==> config.mk <==
export PLATFORM = sky130hd
export DESIGN_NAME = sha256_byte_stream_hash
export DESIGN_NICKNAME = d
export VERILOG_FILES = /design/src/sha_pkg.sv /design/src/sha256_byte_stream_hash.sv /design/src/sha_round.sv
export SDC_FILE = /design/constraint.sdc
export NUM_CORES = 2
export LEC_CHECK = 0
export ABC_CLOCK_PERIOD_IN_PS = 32700
export BUFFER_PORTS_ARGS = -buffer_cell sky130_fd_sc_hd__buf_2
export CAP_MARGIN = 15
export CORE_ASPECT_RATIO = 0.6
export CORE_MARGIN = 1
export CORE_UTILIZATION = 45
export CTS_CLUSTER_SIZE = 14
export DETAILED_ROUTE_END_ITERATION = 10
export PLACE_DENSITY = 0.67
export SLEW_MARGIN = 20
export SYNTH_ARGS = -nofsm -noshare
export SYNTH_HDL_FRONTEND = slang
export SYNTH_SLANG_ARGS = --single-unit
==> constraint.sdc <==
create_clock -name clock -period 32.7 [get_ports clock]
set_input_delay 6.54 -clock clock [delete_from_list [all_inputs] [get_ports clock]]
set_output_delay 6.54 -clock clock [all_outputs]
set_load 0.02 [all_outputs]
==> src/sha_pkg.sv <==
// ----------------------------------------------------------------------------
// sha_pkg
// shared types and constants for the byte stream sha-256 engine
// ----------------------------------------------------------------------------
`default_nettype none
package sha_pkg;

   typedef enum logic [2:0] {
      ST_IDLE,
      ST_LOAD,
      ST_ROUND,
      ST_FOLD,
      ST_PAD,
      ST_EMIT
   } state_type;

   typedef logic [31:0] word_type;

   localparam logic [7:0] PAD_BYTE  = 8'h80;
   localparam logic [5:0] LEN_START = 6'd56;

   localparam word_type ROUND_K [64] = '{
      32'h428a2f98, 32'h71374491, 32'hb5c0fbcf, 32'he9b5dba5,
      32'h3956c25b, 32'h59f111f1, 32'h923f82a4, 32'hab1c5ed5,
      32'hd807aa98, 32'h12835b01, 32'h243185be, 32'h550c7dc3,
      32'h72be5d74, 32'h80deb1fe, 32'h9bdc06a7, 32'hc19bf174,
      32'he49b69c1, 32'hefbe4786, 32'h0fc19dc6, 32'h240ca1cc,
      32'h2de92c6f, 32'h4a7484aa, 32'h5cb0a9dc, 32'h76f988da,
      32'h983e5152, 32'ha831c66d, 32'hb00327c8, 32'hbf597fc7,
      32'hc6e00bf3, 32'hd5a79147, 32'h06ca6351, 32'h14292967,
      32'h27b70a85, 32'h2e1b2138, 32'h4d2c6dfc, 32'h53380d13,
      32'h650a7354, 32'h766a0abb, 32'h81c2c92e, 32'h92722c85,
      32'ha2bfe8a1, 32'ha81a664b, 32'hc24b8b70, 32'hc76c51a3,
      32'hd192e819, 32'hd6990624, 32'hf40e3585, 32'h106aa070,
      32'h19a4c116, 32'h1e376c08, 32'h2748774c, 32'h34b0bcb5,
      32'h391c0cb3, 32'h4ed8aa4a, 32'h5b9cca4f, 32'h682e6ff3,
      32'h748f82ee, 32'h78a5636f, 32'h84c87814, 32'h8cc70208,
      32'h90befffa, 32'ha4506ceb, 32'hbef9a3f7, 32'hc67178f2
   };

   localparam word_type INIT_HASH [8] = '{
      32'h6a09e667, 32'hbb67ae85, 32'h3c6ef372, 32'ha54ff53a,
      32'h510e527f, 32'h9b05688c, 32'h1f83d9ab, 32'h5be0cd19
   };

   function automatic word_type ror32(input word_type x, input int n);
      return (x >> n) | (x << (32 - n));
   endfunction

endpackage
`default_nettype wire

==> src/sha256_byte_stream_hash.sv <==
// ----------------------------------------------------------------------------
// sha256_byte_stream_hash
// sha-256 over a byte stream with padding and digest readout
// ----------------------------------------------------------------------------
//  channel | ports                                          | dir
//  req     | req_valid req_stall req_data_byte               | in
//          | req_byte_present req_end_of_message             |
//  rsp     | rsp_valid rsp_stall rsp_digest_word             | out
//          | rsp_word_index rsp_last_word                    |
//
//  a byte beat is taken while idle; a beat that fills the block runs the load,
//  round and fold states, all on the single round unit
//  an end beat pads one byte a cycle (plus a compression per full block) and
//  then shows eight digest beats, one per cycle unless rsp_stall holds them
//  req_stall is high whenever the sequencer is not idle
//  reset restores the initial hash, clears the fill count and bit count
`default_nettype none
module sha256_byte_stream_hash import sha_pkg::*; (
   input  wire        clock,
   input  wire        reset,
   input  wire        req_valid,
   output logic       req_stall,
   input  wire [7:0]  req_data_byte,
   input  wire        req_byte_present,
   input  wire        req_end_of_message,
   output logic       rsp_valid,
   input  wire        rsp_stall,
   output logic [31:0] rsp_digest_word,
   output logic [2:0] rsp_word_index,
   output logic       rsp_last_word
);
   state_type state_ff, state_in;
   word_type  hash_ff [8];
   word_type  block_mem [16];
   word_type  sched_ff [16];
   word_type  a_ff, b_ff, c_ff, d_ff, e_ff, f_ff, g_ff, h_ff;
   logic [5:0] fill_ff;
   logic [63:0] bits_ff, len_ff;
   logic [5:0] cnt_ff;
   logic       fin_ff;          // padding pass in progress
   logic       mark_ff;         // 0x80 marker still to place
   logic       lenblk_ff;       // current block carries the length
   logic [2:0] emit_ff;

   word_type a_nx, e_nx, w_nx, w_cur;
   logic     accept, wr_en, pad_last;
   logic [7:0] wr_byte, pad_byte;

   assign accept = req_valid && !req_stall;
   assign req_stall = (state_ff != ST_IDLE);

   // padding byte for the current fill position
   always_comb begin
      if (mark_ff)
         pad_byte = PAD_BYTE;
      else if (lenblk_ff && fill_ff >= LEN_START)
         pad_byte = len_ff[63:56];
      else
         pad_byte = 8'h00;
   end

   always_comb begin
      wr_en = 1'b0;
      wr_byte = pad_byte;
      if (state_ff == ST_IDLE && accept && req_byte_present) begin
         wr_en = 1'b1;
         wr_byte = req_data_byte;
      end else if (state_ff == ST_PAD) begin
         wr_en = 1'b1;
      end
   end

   assign pad_last = (fill_ff == 6'd63);
   assign w_cur = (cnt_ff < 6'd16) ? sched_ff[cnt_ff[3:0]] : w_nx;

   sha_round u_round (
      .a_i(a_ff), .b_i(b_ff), .c_i(c_ff), .d_i(d_ff),
      .e_i(e_ff), .f_i(f_ff), .g_i(g_ff), .h_i(h_ff),
      .k_i(ROUND_K[cnt_ff]), .w_i(w_cur),
      .w15_i(sched_ff[4'(cnt_ff[3:0] + 4'd1)]),
      .w2_i(sched_ff[4'(cnt_ff[3:0] + 4'd14)]),
      .w7_i(sched_ff[4'(cnt_ff[3:0] + 4'd9)]),
      .w16_i(sched_ff[cnt_ff[3:0]]),
      .a_o(a_nx), .e_o(e_nx), .wnext_o(w_nx)
   );

   // next state
   always_comb begin
      state_in = state_ff;
      case (state_ff)
         ST_IDLE: begin
            if (accept) begin
               if (req_byte_present && fill_ff == 6'd63)
                  state_in = ST_LOAD;
               else if (req_end_of_message)
                  state_in = ST_PAD;
            end
         end
         ST_PAD:   state_in = pad_last ? ST_LOAD : ST_PAD;
         ST_LOAD:  state_in = (cnt_ff == 6'd15) ? ST_ROUND : ST_LOAD;
         ST_ROUND: state_in = (cnt_ff == 6'd63) ? ST_FOLD : ST_ROUND;
         ST_FOLD: begin
            if (fin_ff && lenblk_ff)
               state_in = ST_EMIT;
            else if (fin_ff)
               state_in = ST_PAD;
            else
               state_in = ST_IDLE;
         end
         ST_EMIT:  state_in = (emit_ff == 3'd7 && !rsp_stall) ? ST_IDLE : ST_EMIT;
         default:  state_in = ST_IDLE;
      endcase
   end

   // outputs
   always_comb begin
      rsp_valid = (state_ff == ST_EMIT);
      rsp_digest_word = hash_ff[emit_ff];
      rsp_word_index = emit_ff;
      rsp_last_word = (emit_ff == 3'd7);
   end

   // byte lanes, first byte of a word in the top lane
   always_ff @(posedge clock) begin
      if (wr_en)
         block_mem[fill_ff[5:2]][{~fill_ff[1:0], 3'b111} -: 8] <= wr_byte;
   end

   always_ff @(posedge clock) begin
      if (reset) begin
         state_ff <= ST_IDLE;
         fill_ff <= '0;
         bits_ff <= '0;
         cnt_ff <= '0;
         fin_ff <= 1'b0;
         mark_ff <= 1'b0;
         lenblk_ff <= 1'b0;
         emit_ff <= '0;
         for (int i = 0; i < 8; i++) hash_ff[i] <= INIT_HASH[i];
      end else begin
         state_ff <= state_in;
         case (state_ff)
            ST_IDLE: begin
               cnt_ff <= '0;
               if (accept) begin
                  if (req_byte_present) begin
                     fill_ff <= fill_ff + 6'd1;
                     bits_ff <= bits_ff + 64'd8;
                  end
                  if (req_end_of_message) begin
                     fin_ff <= 1'b1;
                     // 0x80 goes in on the pad pass
                     mark_ff <= 1'b1;
                     lenblk_ff <= 1'b0;
                     len_ff <= req_byte_present ? bits_ff + 64'd8 : bits_ff;
                  end
               end
            end
            ST_PAD: begin
               fill_ff <= fill_ff + 6'd1;
               if (mark_ff) begin
                  mark_ff <= 1'b0;
                  // length fits behind the marker only below byte 56
                  lenblk_ff <= (fill_ff < LEN_START);
               end else if (lenblk_ff && fill_ff >= LEN_START) begin
                  len_ff <= {len_ff[55:0], 8'h00};
               end
            end
            ST_LOAD: begin
               sched_ff[cnt_ff[3:0]] <= block_mem[cnt_ff[3:0]];
               cnt_ff <= (cnt_ff == 6'd15) ? 6'd0 : cnt_ff + 6'd1;
               if (cnt_ff == 6'd0) begin
                  a_ff <= hash_ff[0]; b_ff <= hash_ff[1];
                  c_ff <= hash_ff[2]; d_ff <= hash_ff[3];
                  e_ff <= hash_ff[4]; f_ff <= hash_ff[5];
                  g_ff <= hash_ff[6]; h_ff <= hash_ff[7];
               end
            end
            ST_ROUND: begin
               if (cnt_ff >= 6'd16)
                  sched_ff[cnt_ff[3:0]] <= w_nx;
               h_ff <= g_ff; g_ff <= f_ff; f_ff <= e_ff; e_ff <= e_nx;
               d_ff <= c_ff; c_ff <= b_ff; b_ff <= a_ff; a_ff <= a_nx;
               cnt_ff <= cnt_ff + 6'd1;
            end
            ST_FOLD: begin
               hash_ff[0] <= hash_ff[0] + a_ff; hash_ff[1] <= hash_ff[1] + b_ff;
               hash_ff[2] <= hash_ff[2] + c_ff; hash_ff[3] <= hash_ff[3] + d_ff;
               hash_ff[4] <= hash_ff[4] + e_ff; hash_ff[5] <= hash_ff[5] + f_ff;
               hash_ff[6] <= hash_ff[6] + g_ff; hash_ff[7] <= hash_ff[7] + h_ff;
               fill_ff <= '0;
               if (fin_ff) begin
                  if (lenblk_ff) begin
                     fin_ff <= 1'b0;
                     lenblk_ff <= 1'b0;
                  end else if (!mark_ff) begin
                     // marker landed past byte 55: length goes in the next block
                     lenblk_ff <= 1'b1;
                  end
               end
               emit_ff <= '0;
            end
            ST_EMIT: begin
               if (!rsp_stall) begin
                  emit_ff <= emit_ff + 3'd1;
                  if (emit_ff == 3'd7) begin
                     for (int i = 0; i < 8; i++) hash_ff[i] <= INIT_HASH[i];
                     fill_ff <= '0;
                     bits_ff <= '0;
                  end
               end
            end
            default: ;
         endcase
      end
   end

   property p_stall_busy;
      @(posedge clock) disable iff (reset) (state_ff != ST_IDLE) |-> req_stall;
   endproperty
   a_stall_busy: assert property (p_stall_busy) else $error("req not stalled while busy");

   a_last_idx: assert property (@(posedge clock) disable iff (reset)
      rsp_valid |-> (rsp_last_word == (rsp_word_index == 3'd7)))
      else $error("last word flag mismatch");

   a_no_rsp_idle: assert property (@(posedge clock) disable iff (reset)
      (state_ff == ST_IDLE) |-> !rsp_valid) else $error("rsp while idle");

endmodule
`default_nettype wire

==> src/sha_round.sv <==
// ----------------------------------------------------------------------------
// sha_round
// one sha-256 compression round and schedule step, reused for all 64 rounds
// ----------------------------------------------------------------------------
`default_nettype none
module sha_round import sha_pkg::*; (
   input  wire word_type      a_i, b_i, c_i, d_i, e_i, f_i, g_i, h_i,
   input  wire word_type      k_i,
   input  wire word_type      w_i,
   input  wire word_type      w15_i, w2_i, w7_i, w16_i,
   output word_type           a_o, e_o,
   output word_type           wnext_o
);
   word_type t1, t2, s0, s1;

   always_comb begin
      s0 = ror32(w15_i, 7) ^ ror32(w15_i, 18) ^ (w15_i >> 3);
      s1 = ror32(w2_i, 17) ^ ror32(w2_i, 19) ^ (w2_i >> 10);
      wnext_o = w16_i + s0 + w7_i + s1;
      t1 = h_i + (ror32(e_i, 6) ^ ror32(e_i, 11) ^ ror32(e_i, 25)) +
           ((e_i & f_i) ^ (~e_i & g_i)) + k_i + w_i;
      t2 = (ror32(a_i, 2) ^ ror32(a_i, 13) ^ ror32(a_i, 22)) +
           ((a_i & b_i) ^ (a_i & c_i) ^ (b_i & c_i));
      e_o = d_i + t1;
      a_o = t1 + t2;
   end
endmodule
`default_nettype wire
==> metrics.txt <==
status finished, final reports clean; number of fill cells 19.6k; Final Critical Period 14,800 ps; most frequent CP cell a21oi_1; Worst setup SP type register; Slew headroom 20.6%; pre-CTS WS 18,250 ps; grt total ovfl 0; worst vdd ir 0.0000494 V; global placement routability congestion 1.05; Lkg Pwr 39.6 nW; M2 GR Usage 36.8%; port bufs 51; Hold Path Cell Cnt 2; CTS tree yes; vias 75.2k; vias in the first global route 70.1k; placed wire-length estimate 250,000 um; antenna-violating nets left 0; IO Pins 52; RSZ-0062 raised after global routing false; R2R depth 47; share of cells above drive strength 1 15.3%; ys async rst share 0%; final setup vio count 0; worst reg2reg path startpoint cnt_ff[1]; power per cell area 44.6 nW/um^2; final instance area 113,000 sq um; DIE HEIGHT 374 um; # rows 136; number of synthesized flops with an enable pin 1,469; Clock Latency Late Sink 870 ps; met1 usage in global routing 45.3%; HP Class register to register; Post-Route Skew 79.0 ps; 1st-iter DRT viols 11.8k; Cell variety after synth 91; initial antenna violation count 23; Max clock buf depth 4; clock sink total 1,686; wire length per cell 30.0 um; CP top delay family adder cells; first-pass GRT wire length 499,000 um; critical path class register to register; clock root buffer clkbuf_16; Crit path buffers/inverters 6; htree depth 4; CP arrival 15,360 ps; Main synth FF type edfxtp_1; crit end category register; Critical Path Slowest Stage Cell ha_4; crit path from cnt_ff[1]; worst reg2reg path endpoint a_ff[31]; final worst-path cycle share 45.3%; FF+latch count, synth 1,686; Initial Util 45.3%; fin worst setup slack 17,900 ps; Die ar. 233,000 sq um; commonest cells after routing, fill and taps aside 1,469 x edfxtp_1, 1,166 x nand2_1, 731 x mux4_2, 517 x nor2_1, 510 x a21oi_1; Placed Area 107,000 sq um; Syn Std Cell Area 104,000 sq um; Crit Path Max Fanout 44; Final Hold Fails 0; Non-Filler Instances 11.6k; DIE WIDTH 622 um; WHS Endpoint hash_ff[6][13]; Required @ worst endpoint 33,260 ps; GR Util All Layers 29.2%; most common cell after layout, fill and taps aside edfxtp_1; CP max stage delay 850 ps; Pins Over Slew Limit 0; post-cts resize count 0; Syn-to-layout area delta 8.57%; total CTS buffers 170; postcts setup bufs 0; syn nets 9,165; Core Area 229,000 sq um; reg2reg setup slack 17,900 ps; max-cap violation count 0; worst hold margin 495 ps; synthesized instance count 8,542; TritonRoute pass-1 iters 6; DRC viols 0; Syn Area/Cell 12.2 sq um; met3 Usage GRT 13.4%; share of the yosys chip area belonging to registers 46.6%; Placed Cells 11.3k; final wirelength 347,000 um; Final nets 9,042; setup_tns 0 ps; Worst-Margin Slew 1180 ps; synth warn 0; Via density 6.49; hold path start hash_ff[6][13]; global routing's busiest layer met1; Clk pin slew, worst setup/hold paths 70 ps; Peak Freq 0.0676 GHz; Post-CTS Hold Buffers 0; largest net degree at the start of global routing 145
==> worst reg2reg max path: cells and delay by family, from the launching register on <==
kind	cells	cell delay [ps]
and+or+nand+nor	6	620
buffers and inverters	6	1500
adders and majority gates	10	4740
xor gates and xnor gates	5	930
DFF	1	710
AOI/OAI and AO/OA	18	4710
muxes	2	1350
==> worst max path at each step <==
| stage | to | slack, ps | cells after the start |
|---|---|---|---|
| after global placement | a_ff[31] | 18150 | 47 |
| after floorplan | a_ff[0] | 7190 | 3 |
| after detailed placement | a_ff[31] | 18250 | 47 |
| after CTS | a_ff[31] | 18180 | 47 |
| after global routing | a_ff[31] | 17240 | 47 |
| final | a_ff[31] | 17900 | 47 |
==> per-stage QoR <==
stage,total power [mW],utilization (%)
floorplan,2.89,-
global placement,3.09,46.9
global route,5.17,49.2
CTS,5.01,49.2
finish,5.03,49.2
detailed placement,3.10,46.9
==> final cells by class <==
type,instances,area [sq um],area share (%)
multi-input cells,5969,52300,46.4
flip-flops and latches,1686,48500,43.0
clock buffers,220,4600,4.08
well taps,3036,3800,3.37
inverters,398,1500,1.33
repair buffers,194,1410,1.25
clock inverters,67,629,0.558
diodes,15,37.5,0.0333
==> power by group <==
part           switching, mW  internal (mW)  total (mW)
clock network          0.875           1.07        1.94
registers            0.00728           2.33        2.34
logic                  0.466          0.277       0.743
total                   1.35           3.68        5.03
==> sequential cells by signal, indices dropped and copies added (netlist names), named ones only <==
signal,flops
a_ff,32
b_ff,32
bits_ff,61
block_mem,512
c_ff,32
cnt_ff,6
d_ff,32
e_ff,32
f_ff,32
fill_ff,6
fin_ff,1
g_ff,32
h_ff,32
hash_ff,256
len_ff,61
lenblk_ff,1
mark_ff,1
rsp_word_index,3
sched_ff,512
state_ff,3
==> logic make-up after synthesis <==
| family | after synthesis | share of synthesized area, % |
|---|---|---|
| AND/OR/NAND/NOR | 2236 | 9.18 |
| flip-flops | 1686 | 46.6 |
| AO/OA/AOI/OAI | 1631 | 9.62 |
| buffers and inverters | 887 | 3.26 |
| multiplexers | 833 | 16.9 |
| XOR/XNOR | 642 | 5.45 |
| adder cells (fa/ha/maj) | 627 | 8.92 |
==> cells in the mapped netlist, drive strengths merged (12+ instances only) <==
master	instances	area, sq um
and4	13	114
and2	21	131
a311oi	14	123
nand4	31	194
a211oi	48	360
a31oi	45	282
mux2i	56	581
dfxtp	217	4340
edfxtp	1469	44100
a21o	217	1630
o211ai	57	433
nand3	100	500
fa	196	3920
nand2	1169	4390
a211o	14	123
o21ai	458	2290
nand2b	54	338
o21bai	41	308
xnor2	426	3760
a21boi	14	105
or3	30	188
buf	124	528
inv	397	1490
clkbuf	365	1370
or2	15	93.8
a41oi	12	105
nor3	82	410
o31ai	29	223
nor2	551	2070
o22ai	15	93.8
a22oi	16	120
a221oi	13	114
mux2	43	484
and3	73	457
o21a	39	293
xor2	215	1880
a21oi	511	2560
ha	413	5170
mux4	734	16500
maj3	18	180
nor2b	57	357
nand3b	15	113
==> per-layer routing <==
metal | vias to the layer above | share of wire [%] | wire [um]
met5 | - | 0.049 | 171
met4 | 20 | 1.8 | 6410
met3 | 460 | 17 | 58500
met2 | 5276 | 38 | 132000
met1 | 37900 | 43 | 151000
li1 | 31600 | - | -
Note: power is estimated with default switching activity, not from simulation.
